[src/rtl/core/assert_macros.svh]
// assertion macros shared by the rtl
// no dependencies
`ifndef ASSERT_MACROS_SVH
`define ASSERT_MACROS_SVH

// clocked check, switched off while reset is asserted
`define ASSERT_CLK_RST(label, clk, rst_n, prop, msg) \
  label: assert property (@(posedge clk) disable iff (!rst_n) prop) \
    else $error(msg);

// clocked check with no reset qualifier
`define ASSERT_CLK(label, clk, prop, msg) \
  label: assert property (@(posedge clk) prop) else $error(msg);

`endif

[src/rtl/core/nta_pkg.sv]
// shared types, constants and character encoding for the number formatter
// no dependencies
`default_nettype none

package nta_pkg;

  localparam int DEF_MAX_DIGITS = 16;
  localparam int DEF_VALUE_BITS = 64;
  localparam int DEC_BITS       = 32;

  localparam logic [7:0] CH_ZERO  = 8'h30;  // '0'
  localparam logic [7:0] CH_ALPHA = 8'h37;  // 'A' - 10
  localparam logic [7:0] CH_PLUS  = 8'h2B;  // '+'
  localparam logic [7:0] CH_MINUS = 8'h2D;  // '-'

  typedef enum logic [1:0] {
    OP_HEX  = 2'd0,
    OP_UDEC = 2'd1,
    OP_SDEC = 2'd2,
    OP_NONE = 2'd3
  } op_t;

  typedef enum logic [2:0] {
    ST_IDLE,
    ST_CONV,
    ST_ALIGN,
    ST_SIGN,
    ST_EMIT
  } state_t;

  typedef enum logic [1:0] {
    DOP_HOLD,
    DOP_LOAD,
    DOP_DABBLE,
    DOP_SHIFT
  } dop_t;

  typedef struct packed {
    logic valid;
    logic is_sign;
    logic last;
  } emit_t;

  function automatic logic [7:0] digit_char(input logic [3:0] d);
    logic [7:0] d8;
    d8 = {4'b0000, d};
    return (d < 4'd10) ? (CH_ZERO + d8) : (CH_ALPHA + d8);
  endfunction

endpackage

`default_nettype wire

[src/rtl/core/nta_digit_sr.sv]
// digit shift register: hex load, bit-serial binary to bcd, nibble shift-out
// depends on nta_pkg
`default_nettype none

module nta_digit_sr
  import nta_pkg::*;
#(
  parameter int MAX_DIGITS = DEF_MAX_DIGITS,
  parameter int VALUE_BITS = DEF_VALUE_BITS
) (
  input  wire logic                  clk,
  input  wire dop_t                  dop,
  input  wire logic [1:0]            in_op,
  input  wire logic [VALUE_BITS-1:0] in_value,
  output logic [3:0]                 top_digit,
  output logic                       neg
);

  localparam int DW = 4 * MAX_DIGITS;

  logic [DW-1:0]       dig_r, dig_nxt, adj;
  logic [DEC_BITS-1:0] bin_r, bin_nxt;
  logic                neg_r, neg_nxt;
  logic [DEC_BITS-1:0] word, mag;
  logic                is_neg;

  assign word   = DEC_BITS'(in_value);
  assign is_neg = (op_t'(in_op) == OP_SDEC) && word[DEC_BITS-1];
  assign mag    = is_neg ? (DEC_BITS'(0) - word) : word;

  // add-3 correction on every bcd digit, digits are independent
  always_comb begin
    for (int k = 0; k < MAX_DIGITS; k++) begin
      adj[4*k +: 4] = (dig_r[4*k +: 4] >= 4'd5) ? (dig_r[4*k +: 4] + 4'd3)
                                                : dig_r[4*k +: 4];
    end
  end

  always_comb begin
    dig_nxt = dig_r;
    bin_nxt = bin_r;
    neg_nxt = neg_r;
    unique case (dop)
      DOP_LOAD: begin
        neg_nxt = is_neg;
        if (op_t'(in_op) == OP_HEX) begin
          dig_nxt = DW'(in_value);
          bin_nxt = '0;
        end else begin
          dig_nxt = '0;
          bin_nxt = mag;
        end
      end
      DOP_DABBLE: begin
        dig_nxt = {adj[DW-2:0], bin_r[DEC_BITS-1]};
        bin_nxt = {bin_r[DEC_BITS-2:0], 1'b0};
      end
      DOP_SHIFT: dig_nxt = {dig_r[DW-5:0], 4'b0000};
      default:   dig_nxt = dig_r;
    endcase
  end

  always_ff @(posedge clk) begin
    dig_r <= dig_nxt;
    bin_r <= bin_nxt;
    neg_r <= neg_nxt;
  end

  assign top_digit = dig_r[DW-1 -: 4];
  assign neg       = neg_r;

endmodule

`default_nettype wire

[src/rtl/core/nta_seq.sv]
// sequencer: conversion, alignment and character emission control
// depends on nta_pkg
`default_nettype none

module nta_seq
  import nta_pkg::*;
#(
  parameter int MAX_DIGITS = DEF_MAX_DIGITS
) (
  input  wire logic       clk,
  input  wire logic       rst_n,
  input  wire logic       start,
  input  wire logic [1:0] in_op,
  input  wire logic [4:0] in_digit_count,
  output logic            busy,
  output dop_t            dop,
  output emit_t           emit
);

  localparam int NW    = $clog2(MAX_DIGITS + 1);
  localparam int CNT_W = $clog2((MAX_DIGITS + 1 > DEC_BITS) ? MAX_DIGITS + 1 : DEC_BITS);
  localparam logic [4:0] MAX_DC = 5'(MAX_DIGITS);

  state_t           state_r, state_nxt;
  logic [CNT_W-1:0] cnt_r, cnt_nxt;
  logic [NW-1:0]    ndig_r, ndig_nxt;
  logic             sgn_r, sgn_nxt;
  logic [NW-1:0]    n_sat;
  op_t              op;

  assign op    = op_t'(in_op);
  assign n_sat = (in_digit_count > MAX_DC) ? NW'(MAX_DIGITS) : NW'(in_digit_count);
  assign busy  = (state_r != ST_IDLE);

  always_ff @(posedge clk) begin
    if (!rst_n) begin
      state_r <= ST_IDLE;
      cnt_r   <= '0;
      ndig_r  <= '0;
      sgn_r   <= 1'b0;
    end else begin
      state_r <= state_nxt;
      cnt_r   <= cnt_nxt;
      ndig_r  <= ndig_nxt;
      sgn_r   <= sgn_nxt;
    end
  end

  always_comb begin
    state_nxt = state_r;
    cnt_nxt   = cnt_r;
    ndig_nxt  = ndig_r;
    sgn_nxt   = sgn_r;
    dop       = DOP_HOLD;
    emit      = '0;
    unique case (state_r)
      ST_IDLE: begin
        if (start && (op != OP_NONE) && (in_digit_count != 5'd0)) begin
          dop      = DOP_LOAD;
          sgn_nxt  = (op == OP_SDEC);
          ndig_nxt = (op == OP_SDEC) ? (n_sat - NW'(1)) : n_sat;
          if (op == OP_HEX) begin
            state_nxt = ST_ALIGN;
            cnt_nxt   = CNT_W'(MAX_DIGITS) - CNT_W'(n_sat);
          end else begin
            state_nxt = ST_CONV;
            cnt_nxt   = CNT_W'(DEC_BITS - 1);
          end
        end
      end
      ST_CONV: begin
        dop = DOP_DABBLE;
        if (cnt_r == '0) begin
          state_nxt = ST_ALIGN;
          cnt_nxt   = CNT_W'(MAX_DIGITS) - CNT_W'(ndig_r);
        end else begin
          cnt_nxt = cnt_r - CNT_W'(1);
        end
      end
      ST_ALIGN: begin
        if (cnt_r == '0) begin
          cnt_nxt   = CNT_W'(ndig_r);
          state_nxt = sgn_r ? ST_SIGN : ST_EMIT;
        end else begin
          dop     = DOP_SHIFT;
          cnt_nxt = cnt_r - CNT_W'(1);
        end
      end
      ST_SIGN: begin
        emit.valid   = 1'b1;
        emit.is_sign = 1'b1;
        emit.last    = (ndig_r == '0);
        state_nxt    = (ndig_r == '0) ? ST_IDLE : ST_EMIT;
      end
      ST_EMIT: begin
        emit.valid = 1'b1;
        emit.last  = (cnt_r == CNT_W'(1));
        dop        = DOP_SHIFT;
        cnt_nxt    = cnt_r - CNT_W'(1);
        if (cnt_r == CNT_W'(1)) begin
          state_nxt = ST_IDLE;
        end
      end
      default: state_nxt = ST_IDLE;
    endcase
  end

endmodule

`default_nettype wire

[src/rtl/core/number_to_ascii_formatter.sv]
// top level of the number to ascii formatter
// depends on nta_pkg, nta_digit_sr, nta_seq and assert_macros.svh
`default_nettype none
`include "assert_macros.svh"

// Formats one number per transaction into digit_count ascii characters, at
// most MAX_DIGITS, most significant first, one character per cycle on
// out_character with out_valid high for exactly that cycle and out_last on the
// final one. The receiver cannot stall, so every character must be taken the
// cycle it appears. A transaction is taken when start is high and busy is
// low; op 3 or a zero digit count is taken and produces nothing. Timing is set
// by a 4*MAX_DIGITS bit digit shift register: hex loads it directly, decimal
// fills it with a bit-serial binary to bcd conversion of 32 steps, then it
// shifts one nibble per cycle to align the first wanted digit and one per
// character to emit. Busy goes high after a transaction is taken and stays
// high until the final character is built, so the next one waits for it.
// Each character is registered and appears on the outputs in the cycle after
// the cycle that builds it.
module number_to_ascii_formatter
  import nta_pkg::*;
#(
  parameter int MAX_DIGITS = DEF_MAX_DIGITS,
  parameter int VALUE_BITS = DEF_VALUE_BITS
) (
  input  wire logic                  clk,
  input  wire logic                  rst_n,
  input  wire logic                  start,
  output logic                       busy,
  input  wire logic [1:0]            in_op,
  input  wire logic [VALUE_BITS-1:0] in_value,
  input  wire logic [4:0]            in_digit_count,
  output logic                       out_valid,
  output logic [7:0]                 out_character,
  output logic                       out_last
);

  dop_t       dop;
  emit_t      emit;
  logic [3:0] top_digit;
  logic       neg;

  logic       out_valid_r;
  logic       out_last_r;
  logic [7:0] out_character_r, out_character_nxt;

  // control: counts conversion steps, alignment shifts and characters
  nta_seq #(
    .MAX_DIGITS(MAX_DIGITS)
  ) u_seq (
    .clk            (clk),
    .rst_n          (rst_n),
    .start          (start),
    .in_op          (in_op),
    .in_digit_count (in_digit_count),
    .busy           (busy),
    .dop            (dop),
    .emit           (emit)
  );

  // datapath: digit register and the binary word feeding it
  nta_digit_sr #(
    .MAX_DIGITS(MAX_DIGITS),
    .VALUE_BITS(VALUE_BITS)
  ) u_digit_sr (
    .clk       (clk),
    .dop       (dop),
    .in_op     (in_op),
    .in_value  (in_value),
    .top_digit (top_digit),
    .neg       (neg)
  );

  // sign character or the digit currently at the top of the register
  always_comb begin
    if (emit.is_sign) begin
      out_character_nxt = neg ? CH_MINUS : CH_PLUS;
    end else begin
      out_character_nxt = digit_char(top_digit);
    end
  end

  // output register, strobe and last flag cleared by reset
  always_ff @(posedge clk) begin
    if (!rst_n) begin
      out_valid_r <= 1'b0;
      out_last_r  <= 1'b0;
    end else begin
      out_valid_r <= emit.valid;
      out_last_r  <= emit.valid && emit.last;
    end
  end

  always_ff @(posedge clk) begin
    if (emit.valid) begin
      out_character_r <= out_character_nxt;
    end
  end

  assign out_valid     = out_valid_r;
  assign out_last      = out_last_r;
  assign out_character = out_character_r;

  // a transaction that produces characters makes the block busy
  `ASSERT_CLK_RST(a_accept_busy, clk, rst_n,
    (start && !busy && (in_op != OP_NONE) && (in_digit_count != 5'd0)) |=> busy,
    "productive transaction did not start work")

  // the final character of a number is followed by a gap
  `ASSERT_CLK_RST(a_last_gap, clk, rst_n,
    (out_valid && out_last) |=> !out_valid,
    "character directly after the final one")

  // finishing a number always delivers its final character
  `ASSERT_CLK_RST(a_done_last, clk, rst_n,
    $fell(busy) |-> (out_valid && out_last),
    "work ended without a final character")

endmodule

`default_nettype wire

[config.mk]
export PLATFORM = sky130hd
export DESIGN_NAME = number_to_ascii_formatter
export DESIGN_NICKNAME = d
export VERILOG_FILES = /design/src/rtl/core/nta_pkg.sv /design/src/rtl/core/nta_digit_sr.sv /design/src/rtl/core/nta_seq.sv /design/src/rtl/core/number_to_ascii_formatter.sv
export VERILOG_INCLUDE_DIRS = /design/src /design/src/rtl/core
export SDC_FILE = /design/constraint.sdc
export NUM_CORES = 1
export LEC_CHECK = 0
export BUFFER_PORTS_ARGS = -buffer_cell sky130_fd_sc_hd__clkbuf_2
export CAP_MARGIN = 10
export CORE_UTILIZATION = 47
export CTS_CLUSTER_SIZE = 25
export DETAILED_ROUTE_END_ITERATION = 12
export PLACE_DENSITY = 0.69
export SYNTH_ARGS = -nofsm -noshare
export SYNTH_HDL_FRONTEND = slang
export SYNTH_SLANG_ARGS = --single-unit
[constraint.sdc]
create_clock -name clk -period 3.3 [get_ports clk]
set_input_delay 0 -clock clk [delete_from_list [all_inputs] [get_ports clk]]
set_output_delay 0 -clock clk [all_outputs]
set_load 0.005 [all_outputs]
== Yosys cells after proc, flatten, opt, wreduce, memory -nomap -nowiden ==
Cells that the tools add are included.
Word-level totals
  flip-flop bits (word level): 121
  bits in latches: 0
  RAM bits: 0
  memory bits (read-only): 0
  output and inout bits: 11
  word-level logic and storage cells: 127
  memories: 0
Operators by class
  add/sub/neg operators: 23
  multiply operators: 0
  div/mod/pow operators: 0
  magnitude comparators: 18
  equality and inequality tests: 14
  shifts and indexed selects: 0
  muxes and demuxes: 45
  bitwise gates (word level): 0
  reductions and logical operators: 17
Operator list (count)
  one-hot mux 64 bit (3 select lines): 1
  greater-or-equal comparator 4 x 3 -> 1 bit, second input constant: 16
  2-to-1 mux 32 bit: 2
  2-to-1 mux 64 bit: 1
  one-hot mux 32 bit (2 select lines): 1
  adder 4 x 2 -> 4 bit, second input constant: 15
  2-to-1 mux 4 bit: 15
  subtractor 1 x 32 -> 32 bit, first input constant: 1
  2-to-1 mux 5 bit: 6
  2-to-1 mux 3 bit: 8
  one-hot mux 5 bit (4 select lines): 1
  one-hot mux 3 bit (5 select lines): 1
  adder 6 x 4 -> 7 bit, first input constant: 2
  2-to-1 mux 7 bit: 2
  zero test 5 bit: 2
  subtractor 5 x 1 -> 5 bit, second input constant: 2
  subtractor 5 bit, first input constant: 2
  inequality test 2 x 1 -> 1 bit, second input constant: 4
  one-hot mux 2 bit (4 select lines): 1
  == test 2 bit, second input constant: 3
  == test 3 x 2 -> 1 bit, second input constant: 2
  nonzero test 3 bit: 2
  == test 5 x 1 -> 1 bit, second input constant: 1
  greater-than comparator 5 bit, second input constant: 1
  other kinds (18): 25

== Depth between registers and ports, before layout ==
  depth after elaboration: 7
  gate-level depth with buffers: 12
  mapped depth without buffers: 11

== Cells and area by module ==
Synthesis repeated with hierarchy kept, for this count alone.
Unflattened totals
  cell total of the unflattened synthesis: 915
  area total of the unflattened synthesis: 8267.9 sq um
Modules (own cells, without submodules)
  nta_digit_sr: times used 1, cells an instance 709, area each 6566.3 sq um, seq. area each 2912.8 sq um
  nta_seq: times used 1, cells an instance 170, area each 1302.5 sq um, seq. area each 280.3 sq um
  number_to_ascii_formatter: times used 1, cells an instance 36, area each 399.1 sq um, seq. area each 250.2 sq um

== Worst setup path after synthesis ==
Ideal clock, no wire load.
  path kind: register to register
  from: register u_seq.cnt_r[0]
  to: register u_digit_sr.dig_r[0] (enable)
  library setup time: 0.418 ns
  arrival time: 2.785 ns
  slack: 0.097 ns
  stages on the path, launching flop included: 9
  buffers on the path: 0
  clock period less this slack: 3.203 ns
  cell sequence: dfxtp_1 > inv_1 > ha_1 > nor4b_2 > o31ai_1 > or2_2 > inv_1 > ha_1 > inv_1
On the way
  word-level cells in the longest chain between the ends: 5
Ends and longest elaborated chain
  start, declared: RTL line nta_seq.sv:25  | logic [CNT_W-1:0] cnt_r, cnt_nxt;
  start signal, assigned: RTL line nta_seq.sv:43  | cnt_r <= cnt_nxt;
  zero test 5 bit *: RTL line nta_seq.sv:81  | if (cnt_r == '0) begin
  2-to-1 mux 2 bit *: RTL line nta_seq.sv:81
  one-hot mux 2 bit (4 select lines) *: RTL line nta_seq.sv:56  | unique case (state_r)
  == test 2 x 1 -> 1 bit or == test 2 bit (tied branches): RTL line nta_digit_sr.sv:43  | unique case (dop)
  nonzero test 3 bit (no line) *
  end signal, assigned: RTL line nta_digit_sr.sv:64  | dig_r <= dig_nxt;
  end, declared: RTL line nta_digit_sr.sv:21  | logic [DW-1:0] dig_r, dig_nxt, adj;
Every way passes the cells marked *; elsewhere a longest branch is shown, timed or not.
A chain may end at the register's enable or synchronous reset.

== Worst setup path in the final report ==
  from: register u_seq.cnt_r[0]
  to: register u_digit_sr.bin_r[30], data pin
On the way
  word-level cells in the longest chain between the ends: 5
Ends and longest elaborated chain
  zero test 5 bit *: RTL line nta_seq.sv:81
  2-to-1 mux 2 bit *: RTL line nta_seq.sv:81
  one-hot mux 2 bit (4 select lines) *: RTL line nta_seq.sv:56
  == test 2 bit or == test 2 x 1 -> 1 bit (tied branches): RTL line nta_digit_sr.sv:43
  one-hot mux 32 bit (2 select lines) *: RTL line nta_digit_sr.sv:43
  named net u_digit_sr.bin_nxt[30]: RTL line nta_digit_sr.sv:22  | logic [DEC_BITS-1:0] bin_r, bin_nxt;
  end signal, assigned: RTL line nta_digit_sr.sv:65  | bin_r <= bin_nxt;
  end, declared: RTL line nta_digit_sr.sv:22
The timed path passes the listed nets; every way through them passes the cells marked *.

==> results.cfg <==
[finish]
antenna_cells = 0
fillers = 1511
syn_to_final_growth_pct = 21.8
drive_gt1_share_pct = 14.2
layout.nets = 1138
final-seq-area_um2 = 3440
final_cells = 1251
multi_input_area_um2 = 4150
postLayoutCoreUtil_pct = 59.1

[pwr]
leakagePower_nw = 4.21
peakVddDrop_v = 0.000620
powerDensity_nw_per_um2 = 985
finalPower_w = 0.00975

[route]
routed.top_layer = met4
wl_per_cell_um = 16.2
via_per_inst = 5.67
route.layer.met1.wl_um = 8620
drt_pre_antenna_iters = 10
wirelength_um = 20300
met2_length_um = 10000
drt_iter0_drc = 752
wl_met3_um = 1220
drc_errors = 0
vias = 7094
ant_nets = 0

[placement]
io_buffers = 83
gp_congestion = 0.881
dp.cells = 1168
dpl_worst_slack_ps = 540
hpwlAfterDp_um = 13500

[synth]
synthCells = 891
ys_top_cells_by_area = edfxtp_1 (38%), ha_1 (6.8%), a222oi_1 (5.4%)
synth_edf_count = 104
yosysSeqAreaShare_pct = 42.3
yosysTopAreaCellShare_pct = 38.4
async_flop_share_pct = 0
syn_nets = 1009
synthDistinctLibCells = 69
ys_dominant_reg_cell = edfxtp_1
synth-seq-cells = 120
ys_warn_count = 0
syn_avg_cell_area_um2 = 9.13
netlist_area_um2 = 8130
synth.largest_area_cell = edfxtp_1

[grt]
grt_max_degree = 65
track_usage_pct = 23.3
first_global_vias = 6680
antenna_found_initial = 0
grt_pass1_wl_um = 32900
gr-total-overflow = 0

[clock_tree]
cts_tree = yes
cts_resized = 0
cts_setup_buffers = 0
cts_inserted_buffers = 17
clk_path_buf_depth = 2
cts_sinks = 120
clock_latency_ps = 420
htree_levels = 4
clockRootBuffer = clkbuf_16
holdBufCountCts = 53
path_clk_slew_ps = 60

[sta]
fin_worst_skew_ps = 10.4
tns_ps = 0
min_period_ps = 2760
hold_violations = 0
slew_violations = 0
worst_slew_pin_slew_ps = 587
setup_viol = 0
max-slew-margin-rel_pct = 60.8
max_clock_freq_mhz = 362
fin_ws_ps = 536
rsz0062_at_grt = false
fin_crit_sh_pct = 83.8

[critical_path]
crit_arrival_ps = 2900
cp_num_buf_inv = 1
worstSetupPathType = reg -> reg
required_ps = 3430
crit_family = compound AO/OA/AOI/OAI gates
worstPathCellList = inv_1 > ha_1 > nor4b_2 > o31ai_1 > or2_2 > ha_2 > o21ba_2 > nand2_1 > nor3_1 > a221oi_1 > o311ai_0
end_kind = flop
slowest_delay_ps = 380
cp_max_fo = 6
startpoint_type = flop
slowest_stage = dfxtp_1

[worst_hold_path]
hold_class = in -> reg

[floorplanning]
rows = 47
fp.dieArea_um2 = 17800
boundaryPins = 85
die_y_um = 134
initial_utilization_pct = 48.5
core_um2 = 16800
die_width_um = 134

[job]
cap_violations = 0

[status]
status = completed
-- tightest hold or removal path: stages --
cell and delay, ps:
clkbuf_2 160, a222oi_1 110, inv_1 50
-- state kept, by name (all words and copies together), names as in the netlist --
| name | cells |
|---|---|
| u_seq.ndig_r | 5 |
| u_digit_sr.neg | 1 |
| out_character | 7 |
| u_seq.state_r | 3 |
| u_digit_sr.bin_r | 32 |
| out_valid | 1 |
| out_last | 1 |
| u_seq.sgn_r | 1 |
| u_seq.cnt_r | 5 |
| u_digit_sr.dig_r | 64 |
-- layout make-up --
type / instances / area share (%)
clock inverters: 11 / 1.10
repair buffers: 154 / 11.4
inverters: 97 / 3.68
flip-flops and latches: 120 / 34.8
clock buffers: 19 / 4.37
multi-input cells: 630 / 41.9
well taps: 220 / 2.78
-- per-stage QoR --
step	hold WS [ps]	cell area (µm²)
after floorplan	187	8130
after global placement	291	8830
after detailed placement	295	8830
final	12.5	9910
after global routing	21.5	9910
after CTS	0.249	9910
-- cell families (layout without fill, tap and decap cells) --
group	Yosys count	count (layout)	synth area share (%)
buffers and inverters	141	281	6.77
XOR/XNOR	53	53	5.71
AO/OA/AOI/OAI	255	255	21.5
AND/OR/NAND/NOR	273	273	16.4
other	1	1	0.0461
flip-flops	120	120	42.3
adder cells (fa/ha/maj)	44	44	6.77
multiplexers	4	4	0.492
-- per-layer routing --
layer | GRT usage [%] | vias up
met1 | 29.1 | 3322
met2 | 39.5 | 231
li1 | - | 3510
met5 | 0 | -
met4 | 8.84 | 0
met3 | 4.91 | 31
-- worst paths after layout --
kind                                 startpoint                    to  slack [ps]  depth (start not counted)
worst max-delay path             u_seq.cnt_r[0]  u_digit_sr.bin_r[30]         540                         11
worst min-delay path               in_value[25]  u_digit_sr.dig_r[25]          10                          3
worst max register to register   u_seq.cnt_r[0]  u_digit_sr.bin_r[30]         540                         11
worst min register to register  u_seq.ndig_r[4]       u_seq.ndig_r[4]         500                          1
-- report_power, final --
group / internal [W] / leakage, nW / total (W) / switching (W)
registers: 0.00290 / 1.17 / 0.00358 / 0.000674
logic: 0.00176 / 2.78 / 0.00442 / 0.00266
clock network: 0.00109 / 0.259 / 0.00175 / 0.000666
-- Yosys cell counts, drive strengths merged (6+ instances only) --
master and instances:
dfxtp 16, a222oi 44, xnor2 47, buf 9
a22oi 18, nand2 106, o21ai 88, nor3 19
nor2 64, inv 96, clkbuf 35, xor2 6
edfxtp 104, nand2b 39, ha 44, nand3 6
a31oi 9, a21oi 51
-- placed cells by master, fill, tap and decap left out, types with 4 or more instances in the layout --
cell,count
nor3_1,18
xor2_1,6
o21ai_0,82
edfxtp_1,104
nor2_1,62
nor3b_1,5
ha_1,42
a221oi_1,4
o21ai_1,6
mux2i_1,4
nand2b_1,39
a22o_1,4
o31ai_1,4
nand2_1,106
buf_4,14
a21oi_1,51
inv_1,95
dlygate4sd3_1,53
dfxtp_1,16
clkbuf_16,17
nand3_1,6
or4_1,4
a222oi_1,44
xnor2_1,47
buf_12,4
nor2b_1,5
a31oi_1,9
clkinv_1,5
nand4_1,4
a22oi_1,18
o211a_1,4
and2_1,4
clkbuf_2,83
(Power assumes the default switching activity.)
